<file path="config.mk">
export PLATFORM = sky130hd
export DESIGN_NAME = pci_master_single_transfer
export DESIGN_NICKNAME = d
export VERILOG_FILES = /design/src/design/pms_pkg.sv /design/src/design/pms_cfg.sv /design/src/design/pms_fsm.sv /design/src/design/pci_master_single_transfer.sv
export SDC_FILE = /design/constraint.sdc
export NUM_CORES = 1
export LEC_CHECK = 0
export BUFFER_PORTS_ARGS = -buffer_cell sky130_fd_sc_hd__buf_2
export CORE_ASPECT_RATIO = 1.2
export CORE_UTILIZATION = 35
export CTS_CLUSTER_SIZE = 14
export DETAILED_ROUTE_END_ITERATION = 7
export PLACE_DENSITY_LB_ADDON = 0.1
export SYNTH_ARGS = -nofsm -noshare
export SYNTH_HDL_FRONTEND = slang
export SYNTH_SLANG_ARGS = --single-unit
</file>
<file path="constraint.sdc">
create_clock -name clk_i -period 9.55 [get_ports clk_i]
set_clock_uncertainty 0.05 [all_clocks]
set_input_delay 1.91 -clock clk_i [delete_from_list [all_inputs] [get_ports clk_i]]
set_output_delay 1.91 -clock clk_i [all_outputs]
set_load 0.005 [all_outputs]
</file>
<file path="src/design/pms_pkg.sv">
`default_nettype none

package pms_pkg;

  // Request codes on func; code 3 is treated like no request
  localparam logic [1:0] FUNC_NONE  = 2'd0;
  localparam logic [1:0] FUNC_READ  = 2'd1;
  localparam logic [1:0] FUNC_WRITE = 2'd2;

  // Completion status codes
  localparam logic [2:0] ST_OK           = 3'd0;
  localparam logic [2:0] ST_MASTER_ABORT = 3'd1;
  localparam logic [2:0] ST_TARGET_ABORT = 3'd2;
  localparam logic [2:0] ST_TRDY_TIMEOUT = 3'd3;
  localparam logic [2:0] ST_RETRY        = 3'd4;
  localparam logic [2:0] ST_PARITY_ERR   = 3'd5;
  localparam logic [2:0] ST_BUS_ERR      = 3'd6;

  // Configuration register indexes
  localparam int unsigned CFG_IDX_W = 2;
  localparam logic [CFG_IDX_W-1:0] CFG_DEVSEL_TO = 2'd0;
  localparam logic [CFG_IDX_W-1:0] CFG_TRDY_TO   = 2'd1;

  localparam logic [3:0]  DEVSEL_TO_RST = 4'd4;
  localparam logic [3:0]  TRDY_TO_RST   = 4'd12;
  localparam logic [31:0] ALL_ONES      = 32'hffff_ffff;

  typedef enum logic [2:0] {
    PH_IDLE,
    PH_SETUP,
    PH_DEVSEL,
    PH_TRDY,
    PH_POST,
    PH_ABORT_M,
    PH_ABORT_T
  } phase_e;

  typedef struct packed {
    logic [1:0]  func;
    logic [31:0] address;
    logic [3:0]  command;
    logic [3:0]  byte_enables;
    logic [31:0] write_data;
    logic        devsel_seen;
    logic        trdy_seen;
    logic        stop_seen;
    logic        bus_busy_seen;
    logic [31:0] ad_sampled;
    logic        par_sampled;
  } req_t;

  typedef struct packed {
    logic        frame_drive;
    logic        irdy_drive;
    logic [31:0] ad_out;
    logic        ad_enable;
    logic [3:0]  cbe_out;
    logic        cbe_enable;
    logic        par_out;
    logic        par_enable;
    logic        done_res;
    logic [2:0]  status;
    logic [31:0] read_data;
  } res_t;

  typedef struct packed {
    logic [3:0] devsel_timeout;
    logic [3:0] trdy_timeout;
  } cfg_t;

  // Even parity over AD and C/BE
  function automatic logic even_par(logic [31:0] word, logic [3:0] nib);
    return (^word) ^ (^nib);
  endfunction

  // A zero timeout behaves as one
  function automatic logic [3:0] nonzero(logic [3:0] t);
    return (t == 4'd0) ? 4'd1 : t;
  endfunction

endpackage

`default_nettype wire

</file>
<file path="src/design/pms_cfg.sv">
`default_nettype none

module pms_cfg import pms_pkg::*; (
  input  wire logic                 clk_i,
  input  wire logic                 rst_ni,
  input  wire logic                 cfg_valid_i,
  output logic                      cfg_ready_o,
  input  wire logic [CFG_IDX_W-1:0] cfg_index_i,
  input  wire logic [3:0]           cfg_data_i,
  output cfg_t                      cfg_o
);

  cfg_t cfg_q, cfg_d;

  assign cfg_ready_o = 1'b1;

  always_comb begin
    cfg_d = cfg_q;
    if (cfg_valid_i) begin
      if (cfg_index_i == CFG_DEVSEL_TO) begin
        cfg_d.devsel_timeout = cfg_data_i;
      end else if (cfg_index_i == CFG_TRDY_TO) begin
        cfg_d.trdy_timeout = cfg_data_i;
      end
    end
  end

  always_ff @(posedge clk_i or negedge rst_ni) begin
    if (!rst_ni) begin
      cfg_q.devsel_timeout <= DEVSEL_TO_RST;
      cfg_q.trdy_timeout   <= TRDY_TO_RST;
    end else begin
      cfg_q <= cfg_d;
    end
  end

  assign cfg_o = cfg_q;

endmodule

`default_nettype wire

</file>
<file path="src/design/pms_fsm.sv">
`default_nettype none

module pms_fsm import pms_pkg::*; (
  input  wire logic clk_i,
  input  wire logic rst_ni,
  input  wire logic step_i,
  input  wire req_t req_i,
  input  wire cfg_t cfg_i,
  output res_t      res_o
);

  phase_e      phase_q, phase_d;
  logic [3:0]  wait_q, wait_d;
  logic        wr_q, wr_d;
  logic [3:0]  be_q, be_d;
  logic [31:0] data_q, data_d;
  logic        apar_q, apar_d;

  logic        dpar;
  logic [3:0]  wait_eff;
  logic [3:0]  wait_dec;
  logic        is_req;

  assign dpar     = even_par(data_q, be_q);
  assign is_req   = (req_i.func == FUNC_READ) || (req_i.func == FUNC_WRITE);
  // DEVSEL seen in the DEVSEL phase: TRDY is checked on the same request
  assign wait_eff = (phase_q == PH_DEVSEL) ? nonzero(cfg_i.trdy_timeout) : wait_q;

  // Next state and latched transfer data
  always_comb begin
    phase_d = phase_q;
    wait_d  = wait_q;
    wr_d    = wr_q;
    be_d    = be_q;
    data_d  = data_q;
    apar_d  = apar_q;
    wait_dec = 4'd0;
    unique case (phase_q)
      PH_IDLE: begin
        if (is_req && !req_i.bus_busy_seen) begin
          wr_d    = (req_i.func == FUNC_WRITE);
          be_d    = req_i.byte_enables;
          data_d  = (req_i.func == FUNC_WRITE) ? req_i.write_data : 32'd0;
          apar_d  = even_par(req_i.address, req_i.command);
          phase_d = PH_SETUP;
        end
      end
      PH_SETUP: begin
        wait_d  = nonzero(cfg_i.devsel_timeout);
        phase_d = PH_DEVSEL;
      end
      PH_DEVSEL, PH_TRDY: begin
        if (phase_q == PH_DEVSEL && !req_i.devsel_seen) begin
          wait_dec = wait_q - 4'd1;
          wait_d   = wait_dec;
          if (wait_dec == 4'd0) begin
            phase_d = PH_ABORT_M;
          end
        end else if (req_i.trdy_seen) begin
          wait_d = wait_eff;
          if (!wr_q) begin
            data_d = req_i.ad_sampled;
          end
          phase_d = PH_POST;
        end else if (req_i.stop_seen) begin
          wait_d  = wait_eff;
          phase_d = PH_IDLE;
        end else begin
          wait_dec = wait_eff - 4'd1;
          wait_d   = wait_dec;
          phase_d  = (wait_dec == 4'd0) ? PH_ABORT_T : PH_TRDY;
        end
      end
      PH_POST, PH_ABORT_M, PH_ABORT_T: begin
        phase_d = PH_IDLE;
      end
      default: begin
        phase_d = PH_IDLE;
      end
    endcase
  end

  // Bus drive and completion for this clock
  always_comb begin
    res_o = '0;
    unique case (phase_q)
      PH_IDLE: begin
        if (is_req) begin
          if (req_i.bus_busy_seen) begin
            res_o.done_res  = 1'b1;
            res_o.status    = ST_BUS_ERR;
            res_o.read_data = ALL_ONES;
          end else begin
            res_o.frame_drive = 1'b1;
            res_o.ad_out      = req_i.address;
            res_o.ad_enable   = 1'b1;
            res_o.cbe_out     = req_i.command;
            res_o.cbe_enable  = 1'b1;
          end
        end
      end
      PH_SETUP: begin
        res_o.irdy_drive = 1'b1;
        res_o.ad_out     = wr_q ? data_q : 32'd0;
        res_o.ad_enable  = wr_q;
        res_o.cbe_out    = be_q;
        res_o.cbe_enable = 1'b1;
        res_o.par_out    = apar_q;
        res_o.par_enable = 1'b1;
      end
      PH_DEVSEL, PH_TRDY: begin
        if ((phase_q == PH_DEVSEL && !req_i.devsel_seen)
            || (!req_i.trdy_seen && !req_i.stop_seen)) begin
          // wait clock: IRDY on, data or turnaround on AD
          res_o.irdy_drive = 1'b1;
          res_o.ad_out     = wr_q ? data_q : 32'd0;
          res_o.ad_enable  = wr_q;
          res_o.cbe_out    = be_q;
          res_o.cbe_enable = 1'b1;
          res_o.par_out    = wr_q & dpar;
          res_o.par_enable = wr_q;
        end else if (req_i.trdy_seen) begin
          res_o.par_out    = wr_q & dpar;
          res_o.par_enable = wr_q;
        end else begin
          // STOP without TRDY: retry if DEVSEL, else target abort
          res_o.done_res  = 1'b1;
          res_o.status    = req_i.devsel_seen ? ST_RETRY : ST_TARGET_ABORT;
          res_o.read_data = ALL_ONES;
        end
      end
      PH_POST: begin
        res_o.done_res = 1'b1;
        if (wr_q) begin
          res_o.status = ST_OK;
        end else begin
          res_o.read_data = data_q;
          res_o.status    = (req_i.par_sampled != dpar) ? ST_PARITY_ERR : ST_OK;
        end
      end
      PH_ABORT_M: begin
        res_o.done_res  = 1'b1;
        res_o.status    = ST_MASTER_ABORT;
        res_o.read_data = ALL_ONES;
      end
      PH_ABORT_T: begin
        res_o.done_res  = 1'b1;
        res_o.status    = ST_TRDY_TIMEOUT;
        res_o.read_data = ALL_ONES;
      end
      default: begin
        res_o = '0;
      end
    endcase
  end

  always_ff @(posedge clk_i or negedge rst_ni) begin
    if (!rst_ni) begin
      phase_q <= PH_IDLE;
      wait_q  <= 4'd0;
      wr_q    <= 1'b0;
      be_q    <= 4'd0;
      data_q  <= 32'd0;
      apar_q  <= 1'b0;
    end else if (step_i) begin
      phase_q <= phase_d;
      wait_q  <= wait_d;
      wr_q    <= wr_d;
      be_q    <= be_d;
      data_q  <= data_d;
      apar_q  <= apar_d;
    end
  end

  // done and status only go together
  a_idle_status: assert property (@(posedge clk_i) disable iff (!rst_ni)
    (step_i && !res_o.done_res) |-> (res_o.status == ST_OK && res_o.read_data == 32'd0))
    else $error("status or read data without completion");

  // a released AD bus carries zero
  a_ad_release: assert property (@(posedge clk_i) disable iff (!rst_ni)
    (step_i && !res_o.ad_enable) |-> res_o.ad_out == 32'd0)
    else $error("AD value while released");

  // wait counter never runs out while waiting
  a_wait_nonzero: assert property (@(posedge clk_i) disable iff (!rst_ni)
    (phase_q == PH_DEVSEL || phase_q == PH_TRDY) |-> wait_q != 4'd0)
    else $error("wait counter zero in a wait phase");

  // abort phases finish in one step
  a_abort_done: assert property (@(posedge clk_i) disable iff (!rst_ni)
    (step_i && (phase_q == PH_ABORT_M || phase_q == PH_ABORT_T))
      |=> phase_q == PH_IDLE)
    else $error("abort phase did not return to idle");

endmodule

`default_nettype wire

</file>
<file path="src/design/pci_master_single_transfer.sv">
`default_nettype none

// PCI initiator for single-data-phase reads and writes, one request per PCI clock.
// Input channel (in_valid_i/in_ready_o, in_req_i): each request is one bus clock:
//   the transfer request (used only while idle) plus DEVSEL, TRDY, STOP, busy,
//   AD and PAR as sampled at that clock.
// Output channel (out_valid_o/out_ready_i, out_res_o): one result per request with
//   FRAME/IRDY drive, AD/C/BE/PAR values and enables, and done/status/read data.
// Config channel (cfg_valid_i/cfg_ready_o): index 0 DEVSEL timeout, index 1
//   TRDY timeout, 4 bits each; always ready. Write only while no transfer runs.
// Path: a request is held in the input register, passes once through the phase
//   logic, and its result is stored in the result register.
// Throughput: one request per clock when not stalled; the phase logic steps once per request.
// Stall: when the receiver holds off, the result register keeps its value, the
//   input register fills and in_ready_o drops until the result is taken.
// Reset: phase idle, no requests held, timeouts 4 and 12.

module pci_master_single_transfer import pms_pkg::*; (
  input  wire logic                 clk_i,
  input  wire logic                 rst_ni,
  input  wire logic                 in_valid_i,
  output logic                      in_ready_o,
  input  wire req_t                 in_req_i,
  output logic                      out_valid_o,
  input  wire logic                 out_ready_i,
  output res_t                      out_res_o,
  input  wire logic                 cfg_valid_i,
  output logic                      cfg_ready_o,
  input  wire logic [CFG_IDX_W-1:0] cfg_index_i,
  input  wire logic [3:0]           cfg_data_i
);

  logic in_vld_q, in_vld_d;
  req_t in_req_q;
  logic out_vld_q, out_vld_d;
  res_t out_res_q;
  res_t res_d;
  cfg_t cfg;
  logic step;

  // a held request steps when the result register is free or draining
  assign step       = in_vld_q && (!out_vld_q || out_ready_i);
  assign in_ready_o = !in_vld_q || step;

  always_comb begin
    in_vld_d = in_vld_q;
    if (in_valid_i && in_ready_o) begin
      in_vld_d = 1'b1;
    end else if (step) begin
      in_vld_d = 1'b0;
    end
  end

  always_comb begin
    out_vld_d = out_vld_q;
    if (step) begin
      out_vld_d = 1'b1;
    end else if (out_ready_i) begin
      out_vld_d = 1'b0;
    end
  end

  always_ff @(posedge clk_i or negedge rst_ni) begin
    if (!rst_ni) begin
      in_vld_q  <= 1'b0;
      out_vld_q <= 1'b0;
    end else begin
      in_vld_q  <= in_vld_d;
      out_vld_q <= out_vld_d;
    end
  end

  always_ff @(posedge clk_i) begin
    if (in_valid_i && in_ready_o) begin
      in_req_q <= in_req_i;
    end
    if (step) begin
      out_res_q <= res_d;
    end
  end

  pms_cfg u_cfg (
    .clk_i       (clk_i),
    .rst_ni      (rst_ni),
    .cfg_valid_i (cfg_valid_i),
    .cfg_ready_o (cfg_ready_o),
    .cfg_index_i (cfg_index_i),
    .cfg_data_i  (cfg_data_i),
    .cfg_o       (cfg)
  );

  pms_fsm u_fsm (
    .clk_i  (clk_i),
    .rst_ni (rst_ni),
    .step_i (step),
    .req_i  (in_req_q),
    .cfg_i  (cfg),
    .res_o  (res_d)
  );

  assign out_valid_o = out_vld_q;
  assign out_res_o   = out_res_q;

endmodule

`default_nettype wire

</file>
## Word level (Yosys, flattened, before mapping)

Index checks and enable logic that the tools add are counted.

| cells by class | value |
|---|---|
| add/subtract/negate cells | 2 |
| equal/unequal tests | 15 |
| multiplexer cells | 43 |
| bitwise gates (word level) | 4 |
| reduce and logical (&&, ||, !) cells | 37 |

Operator list:

| kind | count |
|---|---|
| two-way mux 32 bit | 7 |
| case mux 36 bit (5 select lines) | 1 |
| two-way mux 36 bit | 4 |
| case mux 38 bit (3 select lines) | 1 |
| two-way mux 38 bit | 2 |
| case mux 32 bit (2 select lines) | 1 |
| parity 32 bit | 2 |
| two-way mux 39 bit | 1 |
| two-way mux 3 bit | 9 |
| two-way mux 4 bit | 6 |
| zero test 4 bit | 4 |
| equality test 3 bit, second input constant | 3 |
| case mux 3 bit (3 select lines) | 1 |
| AND reduction 3 bit | 3 |
| case mux 4 bit (2 select lines) | 1 |
| nonzero test 2 bit | 4 |
| parity 4 bit | 2 |
| subtractor 4 x 1 -> 4 bit, second input constant | 2 |
| equality test 3 x 2 -> 1 bit, second input constant | 2 |
| zero test 1 bit | 6 |
| inequality test 2 bit, second input constant | 3 |
| AND reduction 2 bit | 3 |
| AND reduction 6 bit | 1 |
| logical AND 1 bit | 5 |
| 17 further kinds | 27 |

| word-level totals | value |
|---|---|
| bits in registers | 244 |
| input port bits | 122 |
| output and inout port bits | 81 |
| logic and storage cells | 133 |

## Longest topological paths before layout

| depth | value |
|---|---|
| word-level depth | 10 |
| gate-level depth with buffers | 10 |
| mapped depth without buffers | 10 |

## Modules after synthesis

Synthesis repeated with hierarchy kept, for this count alone.

| unflattened totals | value |
|---|---|
| cell total of the unflattened synthesis | 686 |
| area, all modules | 10023.4 µm² |

Modules (own cells, without submodules):

| module | times used | cells an instance | area an instance (µm²) | sequential area each (µm²) |
|---|---|---|---|---|
| pci_master_single_transfer | 1 | 197 | 5779.3 | 5725.5 |
| pms_fsm | 1 | 469 | 3912.5 | 1126.1 |
| pms_cfg | 1 | 20 | 331.6 | 203.9 |

## Least setup slack after synthesis

OpenSTA, ideal clock, no wires.

| timing | value |
|---|---|
| path type | input to register |
| from | input out_ready_i |
| to | register u_fsm.data_q[13] |
| library setup time | 0.133 ns |
| arrival time | 5.121 ns |
| data required time | 9.367 ns |
| path slack | 4.245 ns |
| stages | 9 |
| buffers on the path | 2 |
| cells stage by stage | nand2b_1 -> nand2_1 -> inv_1 -> o21ai_0 -> or4b_1 -> clkbuf_1 -> clkbuf_1 -> nand2_1 -> o21ai_0 |

| between the ends | value |
|---|---|
| longest elaborated chain between the ends | 3 |

RTL lines:

| what | line | RTL |
|---|---|---|
| start: declaration | pci_master_single_transfer.sv:25 | `input wire logic out_ready_i,` |
| logical OR 1 bit | pci_master_single_transfer.sv:42 | `assign step = in_vld_q && (!out_vld_q \|\| out_ready_i);` |
| logical AND 1 bit | pci_master_single_transfer.sv:42 |  |
| AND reduction 6 bit (no source line) | - |  |
| end signal: assignment | pms_fsm.sv:170 | `data_q <= data_d;` |
| end: declaration | pms_fsm.sv:16 | `logic [31:0] data_q, data_d;` |

Every way passes these cells.
A chain may end at the register's enable or synchronous reset.

## Worst setup path in the final report

| timing | value |
|---|---|
| from | input out_ready_i |
| to | output in_ready_o |

| between the ends | value |
|---|---|
| longest elaborated chain between the ends | 3 |

RTL lines:

| what | line | RTL |
|---|---|---|
| logical OR 1 bit | pci_master_single_transfer.sv:42 |  |
| logical AND 1 bit | pci_master_single_transfer.sv:42 |  |
| logical OR 1 bit | pci_master_single_transfer.sv:43 | `assign in_ready_o = !in_vld_q \|\| step;` |
| end: declaration | pci_master_single_transfer.sv:22 | `output logic in_ready_o,` |

Every way passes these cells.

==> out/qor.yml <==
outcome: "finished, final reports clean"
num_rows: 67
cts-htree-levels: 1
ys.flop_type: "edfxtp_1"
syn_nets: 825
die_x_um: 157
dpl_worst_slack_ns: 4.80
rr_worst_depth: 7
start_util_pct: 35.8
worst_slew_pin_slew_ns: 1.13
viasPerCell: 4.77
slew_violations: 0
placed_area_um2: 11400
ctsRootBufferMaster: "clkbuf_16"
grt_pass1_vias: 6265
die_height_um: 188
drt_pass1_iterations: 4
cts-resized-gates: 0
crit_path_end: "in_ready_o"
peakVddDrop_v: 0.000223
totalWireLength_um: 24900
cp-end-kind: "primary output"
rsz0062_at_grt: "false"
fin_util_pct: 43.8
crit_chain: "buf_2, nand3b_1, buf_2"
critPathArrivalTime_ns: 2.34
synth_cell_type_count: 54
layout_commonest_cell: "buf_2"
antenna_found_initial: 3
hold_path_class: "flip-flop to flip-flop"
finalHoldViolations: 0
mostFrequentLayoutCells: "201 x buf_2, 189 x edfxtp_1, 63 x xnor2_1, 53 x nand2_1, 52 x dfrtp_1"
fmax_ghz: 0.232
max_cap_viol_count: 0
finalSetupTns_ns: 0
synth-edff-count: 189
cp.required_ns: 7.59
cts_made_buffers: 26
vias: 6179
global_route.overflow_total: 0
wire_per_inst_um: 19.2
power_uw: 4080
cts_setup_buffers: 0
netlist_instances: 699
power_density_nw_per_um2: 332
grt_pass1_wl_um: 37500
start_kind: "input port"
antenna_left: 0
startpoint: "out_ready_i"
clock-sinks: 244
num-nets-final: 1022
design.core.area_um2: 28100
grt_use_total_pct: 17.2
cp_slowest_stage_delay_ns: 0.18
setup_ws_ns: 5.25
timing.rr.start: "out_valid_o$_DFFE_PN0P_"
drtIter0Drc: 313
path_clk_slew_ns: 0.06
area_delta_synth_final_pct: 22.4
reg2reg_to: "u_fsm.data_q[17]$_DFFE_PN0P_"
path_class: "input port to primary output"
clockBufferDepth: 3
drc: 0
grt_max_degree: 65
numPortBuffers: 201
crit_top_cell: "buf_2"
slew_headroom_pct: 24.9
cp_max_fo: 3
stdcell_area_um2: 12300
dp_hpwl_um: 17300
hold_buffers: 0
avgSynthCellArea_um2: 14.4
fin_crit_sh_pct: 45.0
gp_congestion: 0.759
rrSetupSlack_ns: 6.43
pin_count: 203
async_flop_share_pct: 22.5
clock_latency_ns: 0.53
synth_seq_cells: 244
yosys_warnings: 0
crit_slowest_cell: "nand3b_1"
yosysSeqAreaShare_pct: 70.2
period_minus_slack_ns: 4.30
power_leakage_uw: 0.00513
syn_area_um2: 10000
final-setup-viol-count: 0
die-area_um2: 29400
cts_tree: "done"
final_layout_size_suffix_gt1_share_pct: 30.7
[report_power, final]
group / switching (uW) / internal, uW / total [uW] / leakage [uW]
Sequential: 235 / 1410 / 1650 / 0.00254
Combinational: 737 / 706 / 1440 / 0.00219
Clock: 409 / 580 / 989 / 0.000411
Total: 1380 / 2700 / 4080 / 0.00513
[flip-flops by register name, summed over array words and instances, names as in the netlist]
name	cells
in_req_q	111
in_vld_q	1
out_res_o	78
out_valid_o	1
u_cfg.cfg_o	8
u_fsm.apar_q	1
u_fsm.be_q	4
u_fsm.data_q	32
u_fsm.phase_q	3
u_fsm.wait_q	4
u_fsm.wr_q	1
[through the flow]
step | cells | hold WS (ns)
floorplan | 699 | 0.400
global placement | 1247 | 0.408
detailed placement | 1247 | 0.416
CTS | 1295 | 0.430
global route | 1295 | 0.463
finish | 1296 | 0.425
[per-layer routing]
metal / GRT usage (%) / wire (um)
met4: 5.17 / 536
met1: 22.8 / 11000
met2: 28.8 / 12100
met3: 2.77 / 1260
met5: 0 / 28
[cell type report]
type / count / area (um^2)
timing repair buffer: 211 / 1080
clock inverter: 13 / 133
antenna: 1 / 2.50
sequential: 244 / 7060
fill: 2641 / 15800
clock buffer: 35 / 714
multi-input combinational: 406 / 2810
tap: 379 / 474
inverter: 7 / 27.5
[critical path: cells and delay by family]
kind                   cells  cell delay [ns]
and+or+nand+nor            1             0.18
buffers and inverters      2             0.25
[cells in the mapped netlist (2+ instances only)]
library cell,n,share of area (%)
nor2_1,10,0.37
nand3_1,2,0.10
a22o_1,36,3.1
nor2b_1,3,0.19
nand2b_1,5,0.31
o21ai_0,42,2.1
a21oi_1,41,2.0
ha_1,4,0.50
o21ai_1,2,0.10
mux2_2,13,1.5
xnor3_1,2,0.45
mux2i_1,4,0.40
or3_1,2,0.12
o211ai_1,2,0.15
xor2_1,10,0.87
nor4b_1,2,0.17
edfxtp_1,189,56
buf_2,11,0.55
dfrtp_1,52,13
clkbuf_1,29,1.1
or2_2,4,0.25
a21o_1,32,2.4
o31ai_1,2,0.15
and3_1,32,2.0
nand3b_1,2,0.15
dfstp_2,3,0.78
xnor2_1,63,5.5
and2_1,2,0.12
inv_1,7,0.26
o21a_1,3,0.22
nand2_1,53,2.0
a211oi_1,2,0.15
nor3_1,12,0.60
[worst min path at each step]
stage                             start                         to  slack (ns)  cells past startpoint
3_5_place_dp     in_req_q[69]$_DFFE_PP_  u_fsm.be_q[0]$_DFFE_PN0P_        0.42                      1
5_1_grt          in_req_q[71]$_DFFE_PP_  u_fsm.be_q[2]$_DFFE_PN0P_        0.46                      1
3_3_place_gp     in_req_q[69]$_DFFE_PP_  u_fsm.be_q[0]$_DFFE_PN0P_        0.41                      1
4_1_cts          in_req_q[69]$_DFFE_PP_  u_fsm.be_q[0]$_DFFE_PN0P_        0.43                      1
6_report         in_req_q[69]$_DFFE_PP_  u_fsm.be_q[0]$_DFFE_PN0P_        0.43                      1
2_1_floorplan  u_fsm.apar_q$_DFFE_PN0P_   u_fsm.apar_q$_DFFE_PN0P_        0.40                      2
[kinds of logic (layout without fill, tap and decap cells)]
kind of cell / after synthesis / after routing / share of synthesized area (%)
AO/OA/AOI/OAI: 172 / 172 / 11.4
XOR/XNOR: 76 / 76 / 7.05
adder cells (fa/ha/maj): 4 / 4 / 0.498
buffers and inverters: 49 / 266 / 2.00
flip-flops: 244 / 244 / 70.2
multiplexers: 17 / 17 / 1.86
other: 1 / 2 / 0.0373
AND/OR/NAND/NOR: 136 / 136 / 6.97
Power figures use the tool's default switching activity.
